### config.mk
export PLATFORM = sky130hd
export DESIGN_NAME = mrcp_ctrl
export DESIGN_NICKNAME = d
export VERILOG_FILES = /design/src/hdl/mrcp_pkg.sv /design/src/hdl/mrcp_ctrl.sv
export SDC_FILE = /design/constraint.sdc
export NUM_CORES = 1
export LEC_CHECK = 0
export BUFFER_PORTS_ARGS = -buffer_cell sky130_fd_sc_hd__buf_2
export CAP_MARGIN = 10
export CORE_ASPECT_RATIO = 1.75
export CORE_MARGIN = 2
export CORE_UTILIZATION = 55
export DETAILED_ROUTE_END_ITERATION = 7
export PLACE_DENSITY = 0.81
export SYNTH_ARGS = -nofsm -noshare
export SYNTH_HDL_FRONTEND = slang
export SYNTH_SLANG_ARGS = --single-unit
### constraint.sdc
create_clock -name clk_i -period 10.33 [get_ports clk_i]
set_input_delay 0 -clock clk_i [delete_from_list [all_inputs] [get_ports clk_i]]
set_output_delay 0 -clock clk_i [all_outputs]
set_load 0.05 [all_outputs]
### src/hdl/mrcp_pkg.sv
// shared types and command codes for the matrix row/column permute engine
// no dependencies
package mrcp_pkg;

  typedef enum logic [2:0] {
    CMD_LOAD     = 3'd0,
    CMD_SWAP_ROW = 3'd1,
    CMD_SWAP_COL = 3'd2,
    CMD_DIAG     = 3'd3,
    CMD_ROT_ROW  = 3'd4,
    CMD_ROT_COL  = 3'd5,
    CMD_READ     = 3'd6,
    CMD_NONE     = 3'd7
  } cmd_e;

  localparam int unsigned CfgIdxW = 1;
  localparam logic [CfgIdxW-1:0] REG_ROWS = 1'b0;
  localparam logic [CfgIdxW-1:0] REG_COLS = 1'b1;
  localparam int unsigned SizeW = 5;
  localparam int unsigned IdxW  = 4;

  // controller to datapath
  typedef struct packed {
    logic       rd_en;     // read address issued
    logic [7:0] rd_row;
    logic [7:0] rd_col;
    logic       wr_en;
    logic [7:0] wr_row;
    logic [7:0] wr_col;
    logic [1:0] wr_sel;    // 0 value, 1 read data, 2 held word
    logic       hold_en;   // capture read data into the held word
  } dp_cmd_t;

  localparam logic [1:0] WSEL_VALUE = 2'd0;
  localparam logic [1:0] WSEL_RDATA = 2'd1;
  localparam logic [1:0] WSEL_HOLD  = 2'd2;

endpackage

### src/hdl/mrcp_ctrl.sv
// command sequencer: range check, loads and reads, element walks for swaps, rotations and fills
// depends on mrcp_pkg
module mrcp_ctrl #(
  parameter int MAX_ROWS   = 16,
  parameter int MAX_COLS   = 16,
  parameter int DATA_WIDTH = 32
) (
  input  logic                      clk_i,
  input  logic                      rst_ni,
  input  logic                      in_valid_i,
  output logic                      in_ready_o,
  input  logic [2:0]                command_i,
  input  logic [3:0]                index_a_i,
  input  logic [3:0]                index_b_i,
  input  logic [DATA_WIDTH-1:0]     value_i,
  input  logic                      direction_i,
  output logic                      out_valid_o,
  input  logic                      out_ready_i,
  output logic [DATA_WIDTH-1:0]     read_value_o,
  output logic                      index_error_o,
  input  logic [mrcp_pkg::SizeW-1:0] rows_i,
  input  logic [mrcp_pkg::SizeW-1:0] cols_i,
  output mrcp_pkg::dp_cmd_t         dp_cmd_o,
  output logic [DATA_WIDTH-1:0]     dp_value_o,
  input  logic [DATA_WIDTH-1:0]     dp_rdata_i
);
  import mrcp_pkg::*;

  typedef enum logic [2:0] {
    S_IDLE, S_SWAP, S_ROT, S_DIAG, S_READ, S_RESULT
  } state_e;

  state_e           state_q;
  cmd_e             cmd_q;
  logic [7:0]       a_q, b_q;
  logic             dir_q;
  logic [DATA_WIDTH-1:0] val_q;
  logic [8:0]       nr, nc;
  logic [8:0]       len_q;   // elements along the walk
  logic [8:0]       i_q;     // walk step
  logic [1:0]       ph_q;    // phase within one step
  logic             out_valid_q;
  logic [DATA_WIDTH-1:0] out_val_q;
  logic             out_err_q;
  logic             bad;
  cmd_e             cmd_in;
  logic [8:0]       ain, bin;
  logic signed [10:0] d, c1, c2;
  logic [8:0]       nxt;
  dp_cmd_t          dc;

  localparam logic [8:0] MaxR = 9'(MAX_ROWS);
  localparam logic [8:0] MaxC = 9'(MAX_COLS);

  always_comb begin
    nr = (rows_i == '0) ? 9'd1 : ((9'(rows_i) > MaxR) ? MaxR : 9'(rows_i));
    nc = (cols_i == '0) ? 9'd1 : ((9'(cols_i) > MaxC) ? MaxC : 9'(cols_i));
  end

  assign cmd_in = cmd_e'(command_i);
  assign ain = 9'(index_a_i);
  assign bin = 9'(index_b_i);

  always_comb begin
    unique case (cmd_in)
      CMD_LOAD, CMD_DIAG, CMD_READ: bad = (ain >= nr) || (bin >= nc);
      CMD_SWAP_ROW: bad = (ain >= nr) || (bin >= nr);
      CMD_SWAP_COL: bad = (ain >= nc) || (bin >= nc);
      CMD_ROT_ROW:  bad = (ain >= nr);
      CMD_ROT_COL:  bad = (ain >= nc);
      default:      bad = 1'b0;
    endcase
  end

  // ready when idle and no result waits
  assign in_ready_o = (state_q == S_IDLE) && !out_valid_q;

  // diagonal columns for row i_q
  assign d  = 11'(i_q) - 11'(a_q);
  assign c1 = 11'(b_q) + d;
  assign c2 = 11'(b_q) - d;
  assign nxt = i_q + 9'd1;

  // rotation index: position being written at step i
  // dir 1: write pos i from pos i+1 (i from 0..len-2), final pos len-1 from held
  // dir 0: write pos len-1-i from pos len-2-i, final pos 0 from held
  logic [8:0] wpos, rpos;
  always_comb begin
    if (dir_q) begin
      wpos = i_q;
      rpos = nxt;
    end else begin
      wpos = len_q - 9'd1 - i_q;
      rpos = len_q - 9'd2 - i_q;
    end
  end

  function automatic void place(input logic col_walk, input logic [7:0] fixed,
                                input logic [7:0] pos, output logic [7:0] r,
                                output logic [7:0] c);
    if (col_walk) begin
      r = pos;
      c = fixed;
    end else begin
      r = fixed;
      c = pos;
    end
  endfunction

  logic col_walk;
  assign col_walk = (cmd_q == CMD_ROT_COL) || (cmd_q == CMD_SWAP_COL);

  always_comb begin
    logic [7:0] r0, c0;
    dc = '0;
    r0 = '0;
    c0 = '0;
    unique case (state_q)
      S_SWAP: begin
        // ph0 read a, ph1 read b/hold a, ph2 write a<=b, ph3 write b<=held
        unique case (ph_q)
          2'd0: begin
            place(col_walk, a_q, i_q[7:0], r0, c0);
            dc.rd_en = 1'b1; dc.rd_row = r0; dc.rd_col = c0;
          end
          2'd1: begin
            place(col_walk, b_q, i_q[7:0], r0, c0);
            dc.rd_en = 1'b1; dc.rd_row = r0; dc.rd_col = c0;
            dc.hold_en = 1'b1;
          end
          2'd2: begin
            place(col_walk, a_q, i_q[7:0], r0, c0);
            dc.wr_en = 1'b1; dc.wr_row = r0; dc.wr_col = c0; dc.wr_sel = WSEL_RDATA;
          end
          default: begin
            place(col_walk, b_q, i_q[7:0], r0, c0);
            dc.wr_en = 1'b1; dc.wr_row = r0; dc.wr_col = c0; dc.wr_sel = WSEL_HOLD;
          end
        endcase
      end
      S_ROT: begin
        // ph0 read first element, ph1 hold it; then ph2 read src, ph3 write dst
        unique case (ph_q)
          2'd0: begin
            place(col_walk, a_q, dir_q ? 8'd0 : 8'(len_q - 9'd1), r0, c0);
            dc.rd_en = 1'b1; dc.rd_row = r0; dc.rd_col = c0;
          end
          2'd1: dc.hold_en = 1'b1;
          2'd2: begin
            place(col_walk, a_q, rpos[7:0], r0, c0);
            dc.rd_en = 1'b1; dc.rd_row = r0; dc.rd_col = c0;
          end
          default: begin
            place(col_walk, a_q, wpos[7:0], r0, c0);
            dc.wr_en = 1'b1; dc.wr_row = r0; dc.wr_col = c0;
            dc.wr_sel = (i_q == len_q - 9'd1) ? WSEL_HOLD : WSEL_RDATA;
          end
        endcase
      end
      S_DIAG: begin
        dc.wr_row = i_q[7:0];
        dc.wr_sel = WSEL_VALUE;
        if (ph_q == 2'd0) begin
          dc.wr_en  = (c1 >= 0) && (c1 < 11'(nc));
          dc.wr_col = c1[7:0];
        end else begin
          dc.wr_en  = (c2 >= 0) && (c2 < 11'(nc));
          dc.wr_col = c2[7:0];
        end
      end
      S_READ: begin
        dc.rd_en = (ph_q == 2'd0);
        dc.rd_row = a_q;
        dc.rd_col = b_q;
      end
      default: ;
    endcase
    if (state_q == S_IDLE && in_valid_i && in_ready_o && !bad && cmd_in == CMD_LOAD) begin
      dc.wr_en = 1'b1; dc.wr_row = ain[7:0]; dc.wr_col = bin[7:0]; dc.wr_sel = WSEL_VALUE;
    end
  end

  assign dp_cmd_o   = dc;
  assign dp_value_o = (state_q == S_IDLE) ? value_i : val_q;

  always_ff @(posedge clk_i or negedge rst_ni) begin
    if (!rst_ni) begin
      state_q     <= S_IDLE;
      cmd_q       <= CMD_NONE;
      a_q         <= '0;
      b_q         <= '0;
      dir_q       <= 1'b0;
      len_q       <= '0;
      i_q         <= '0;
      ph_q        <= '0;
      out_valid_q <= 1'b0;
      out_err_q   <= 1'b0;
      out_val_q   <= '0;
      val_q       <= '0;
    end else begin
      if (out_valid_q && out_ready_i) out_valid_q <= 1'b0;
      unique case (state_q)
        S_IDLE: begin
          if (in_valid_i && in_ready_o) begin
            cmd_q <= cmd_in;
            a_q   <= ain[7:0];
            b_q   <= bin[7:0];
            dir_q <= direction_i;
            val_q <= value_i;
            i_q   <= '0;
            ph_q  <= '0;
            if (bad) begin
              out_valid_q <= 1'b1;
              out_err_q   <= 1'b1;
              out_val_q   <= '0;
            end else begin
              unique case (cmd_in)
                CMD_SWAP_ROW: begin
                  len_q <= nc;
                  state_q <= (ain == bin) ? S_IDLE : S_SWAP;
                end
                CMD_SWAP_COL: begin
                  len_q <= nr;
                  state_q <= (ain == bin) ? S_IDLE : S_SWAP;
                end
                CMD_ROT_ROW: begin
                  len_q <= nc;
                  state_q <= (nc == 9'd1) ? S_IDLE : S_ROT;
                end
                CMD_ROT_COL: begin
                  len_q <= nr;
                  state_q <= (nr == 9'd1) ? S_IDLE : S_ROT;
                end
                CMD_DIAG: begin
                  len_q <= nr;
                  state_q <= S_DIAG;
                end
                CMD_READ: state_q <= S_READ;
                default: ;
              endcase
            end
          end
        end
        S_SWAP: begin
          ph_q <= ph_q + 2'd1;
          if (ph_q == 2'd3) begin
            i_q <= nxt;
            if (nxt == len_q) state_q <= S_IDLE;
          end
        end
        S_ROT: begin
          unique case (ph_q)
            2'd0: ph_q <= 2'd1;
            2'd1: ph_q <= (len_q == 9'd2 && 1'b0) ? 2'd3 : 2'd2;
            2'd2: ph_q <= 2'd3;
            default: begin
              i_q <= nxt;
              if (i_q == len_q - 9'd1) begin
                state_q <= S_IDLE;
              end else if (nxt == len_q - 9'd1) begin
                ph_q <= 2'd3;   // final write from held word
              end else begin
                ph_q <= 2'd2;
              end
            end
          endcase
        end
        S_DIAG: begin
          ph_q <= {1'b0, ~ph_q[0]};
          if (ph_q[0]) begin
            i_q <= nxt;
            if (nxt == len_q) state_q <= S_IDLE;
          end
        end
        S_READ: begin
          ph_q <= ph_q + 2'd1;
          if (ph_q == 2'd1) begin
            out_valid_q <= 1'b1;
            out_err_q   <= 1'b0;
            out_val_q   <= dp_rdata_i;
            state_q     <= S_IDLE;
          end
        end
        default: state_q <= S_IDLE;
      endcase
    end
  end

  assign out_valid_o   = out_valid_q;
  assign read_value_o  = out_val_q;
  assign index_error_o = out_err_q;

  a_no_accept_busy: assert property (@(posedge clk_i) disable iff (!rst_ni)
    (state_q != S_IDLE) |-> !in_ready_o)
    else $error("input accepted while busy");
  a_walk_bound: assert property (@(posedge clk_i) disable iff (!rst_ni)
    (state_q == S_SWAP || state_q == S_DIAG) |-> (i_q < len_q))
    else $error("walk index past length");
  a_err_zero: assert property (@(posedge clk_i) disable iff (!rst_ni)
    (out_valid_q && out_err_q) |-> (out_val_q == '0))
    else $error("error result carries data");
  a_result_holds: assert property (@(posedge clk_i) disable iff (!rst_ni)
    (out_valid_q && !out_ready_i) |=> out_valid_q && $stable(out_val_q))
    else $error("result dropped while stalled");
endmodule

==> results.cfg <==
[critical_path]
worstSetupEndpointType = output port
required_ns = 10.33
cp_slowest_cell = dfrtp_1
path_class = reg2out
cp.arrival_ns = 4.30
crit_family = adder cells
crit_buf_inv = 3
start_kind = register
path_max_fanout = 13
timing.rr.start = state_q[1]$_DFFE_PN0P_
worst_path_largest_cell_delay_ns = 0.63
setup.worst_path.start = i_q[0]$_DFFE_PN0P_
path_cells = inv_1 -> ha_1 -> inv_1 -> fa_1 -> fa_1 -> a21o_1 -> a21oi_1 -> xor2_1 -> ha_1 -> or3_1 -> a2111oi_0 -> a2111o_1 -> buf_2

[detailed_routing]
dr_wl_met2_mm = 14.95
top_layer = met4
remaining_drc_errors = 0
drt-wirelength-per-cell_um = 20.35
drtAntennaViolNets = 0
dr.first_iter.drc_count = 768
drt_first_pass_iters = 6
wl_met1_mm = 10.64
wl_mm = 29.46
met3WireLength_mm = 2.055
route.vias.total = 9063
drt-vias-per-instance = 6.259

[worst_hold_path]
min_from = index_a_i[0]
min_path_type = in2reg

[cells_and_area]
area_growth_pct = 25.36
fill_cells = 1181
final-seq-area_um2 = 2431
nets = 1425
multi_input_area_um2 = 5520
drive_gt1_share_pct = 21.91

[yosys]
yosys-top-cells-count = nand2_1 (194), dfrtp_1 (94), o21ai_0 (76), ha_1 (71), inv_1 (60)
ys.flop_type = dfrtp_1
ys_seq_area_share_pct = 28.85
ys_warn_count = 0
avgSynthCellArea_um2 = 8.204
synth_top_cell_by_area = dfrtp_1
netlist.area_leader.share_pct = 27.92
synthArstFlopShare_pct = 100.0
yosysMostFrequentCell = nand2_1
synth_edf_count = 0
yosysUniqueCellTypes = 78
netlist_area_um2 = 8426
ys_ff_latch = 97
synth_top_cells_by_area = dfrtp_1 (28%), ha_1 (11%), nand2_1 (8.6%)
syn_inst = 1027
synth_nets = 1193

[clocking]
clk_latency_ns = 0.36
cts_tree = done
cts_buffers = 9
cts-root-buf = clkbuf_16
clockBufferDepth = 2
cts_htree_levels = 3
cts_sinks = 97
path_clk_slew_ns = 0.08

[floorplan]
die_w_um = 97.56
initial_utilization_pct = 56.50
core_um2 = 14910
dieArea_um2 = 16360
pin_count = 194
rows = 59
die_h_um = 167.7

[sta]
max_freq_mhz = 232.4
clock_skew_ns = 0.008630
setup_viol = 0
slew_headroom_pct = 41.10
fin_crit_ns = 4.303
rsz0062_at_grt = no
drv_slew = 0
worst_slew_pin_slew_ns = 0.8835
hold_viol = 0
layout_worst_path_cycle_share_pct = 41.65
final.setup.worst_slack_ns = 6.027
tns_ns = 0

[placement]
gp_congestion = 0.9852
hpwl_mm = 20.79
dp_slack_ns = 6.431
io_buffers = 193

[global_routing]
grt_pass1_vias = 9061
gr-total-overflow = 0
antenna_found_initial = 0
grt_pass1_wl_mm = 46.50
grt_max_degree = 66
globalRouteTotalUtil_pct = 35.42

[run]
cap_violations = 0

[outcome]
outcome = finished, final reports clean
final timing paths:
check | to | slack, ns | cells past startpoint
max | dp_cmd_o[19] | 6.03 | 13
min reg2reg | cmd_q[1]$_DFFE_PN1P_ | 0.48 | 2
max reg2reg | i_q[7]$_DFFE_PN0P_ | 7.02 | 8
min | a_q[0]$_DFFE_PN0P_ | 0.02 | 3
max in group asynchronous | b_q[3]$_DFFE_PN0P_ | 8.99 | 3
min in group asynchronous | read_value_o[12]$_DFFE_PN0P_ | 0.12 | 2
routing by layer:
metal / track usage, % / up-vias
met5: 0 / -
met4: 21.80 / 0
met3: 6.720 / 123
met2: 61.89 / 497
met1: 39.33 / 4322
li1: - / 4121
stage by stage:
stage,instances,util (%),cell area [µm²],hold WS (ns)
floorplan,1027,-,8426,-0.2956
global placement,1355,63.59,9483,-0.03243
detailed placement,1355,63.59,9483,-0.02455
CTS,1447,70.82,10560,0.01524
global route,1447,70.82,10560,0.03534
finish,1448,70.83,10560,0.02315
placed cells by master, fill, tap and decap left out, types with 5 or more instances in the layout:
master,Yosys,routed
nand2_1,194,194
xor2_1,20,20
a221oi_1,5,5
buf_4,0,14
o22ai_1,13,13
a21oi_1,39,38
o31ai_1,8,8
o221ai_1,9,9
a22o_1,36,36
o211ai_1,6,6
a21o_1,13,13
inv_1,60,60
nor3_1,13,12
a211o_1,6,6
ha_1,71,71
buf_2,6,192
nor4_1,5,5
o21a_1,7,7
clkbuf_16,0,9
a211oi_1,8,8
dlygate4sd3_1,0,76
mux2i_1,13,13
nand2b_1,10,10
a22oi_1,11,11
o21bai_1,5,5
o21ai_0,76,76
nor2b_1,14,14
mux2_2,35,35
xnor2_1,29,29
dfrtp_1,94,94
or3_1,7,7
a221o_1,8,8
fa_1,5,5
nand3_1,17,17
nor2_1,54,54
flip-flops by register name, indices dropped and copies added (netlist names):
name and count:
a_q 4, b_q 4, cmd_q 3, dir_q 1, i_q 9, index_error_o 1
len_q 5, out_valid_o 1, ph_q 2, read_value_o 32, state_q 3, val_q 32
worst min-delay path: cells and delay by family:
family	cells	cell delay, ns
AO/OA/AOI/OAI	1	0.10
buffers and inverters	2	0.24
area by class of cell:
cell class	count	area share, %
Antenna cell	1	0.02369
Clock buffer	9	2.132
Clock inverter	7	0.8647
Inverter	63	2.239
Multi-Input combinational cell	806	52.26
Sequential cell	97	23.02
Tap cell	183	2.168
Timing Repair Buffer	282	17.29
kinds of logic after synthesis:
kind of cell | after synthesis | share of synthesized area (%)
AND/OR/NAND/NOR | 340 | 17.89
AO/OA/AOI/OAI | 291 | 24.16
XOR/XNOR | 49 | 5.094
multiplexers | 49 | 6.356
flip-flops | 97 | 28.85
buffers and inverters | 124 | 5.792
adder cells (fa/ha/maj) | 77 | 11.85
repair_timing:
item / CTS / global route
resized for setup: 0 / 0
setup buffers: 0 / 0
endpoints found under the hold margin: 107 / 0
hold buffers: 76 / 0
Power is left out: the tool's default activity adds up to more than one toggle a clock period on the data nets, which glitch-free logic cannot reach.
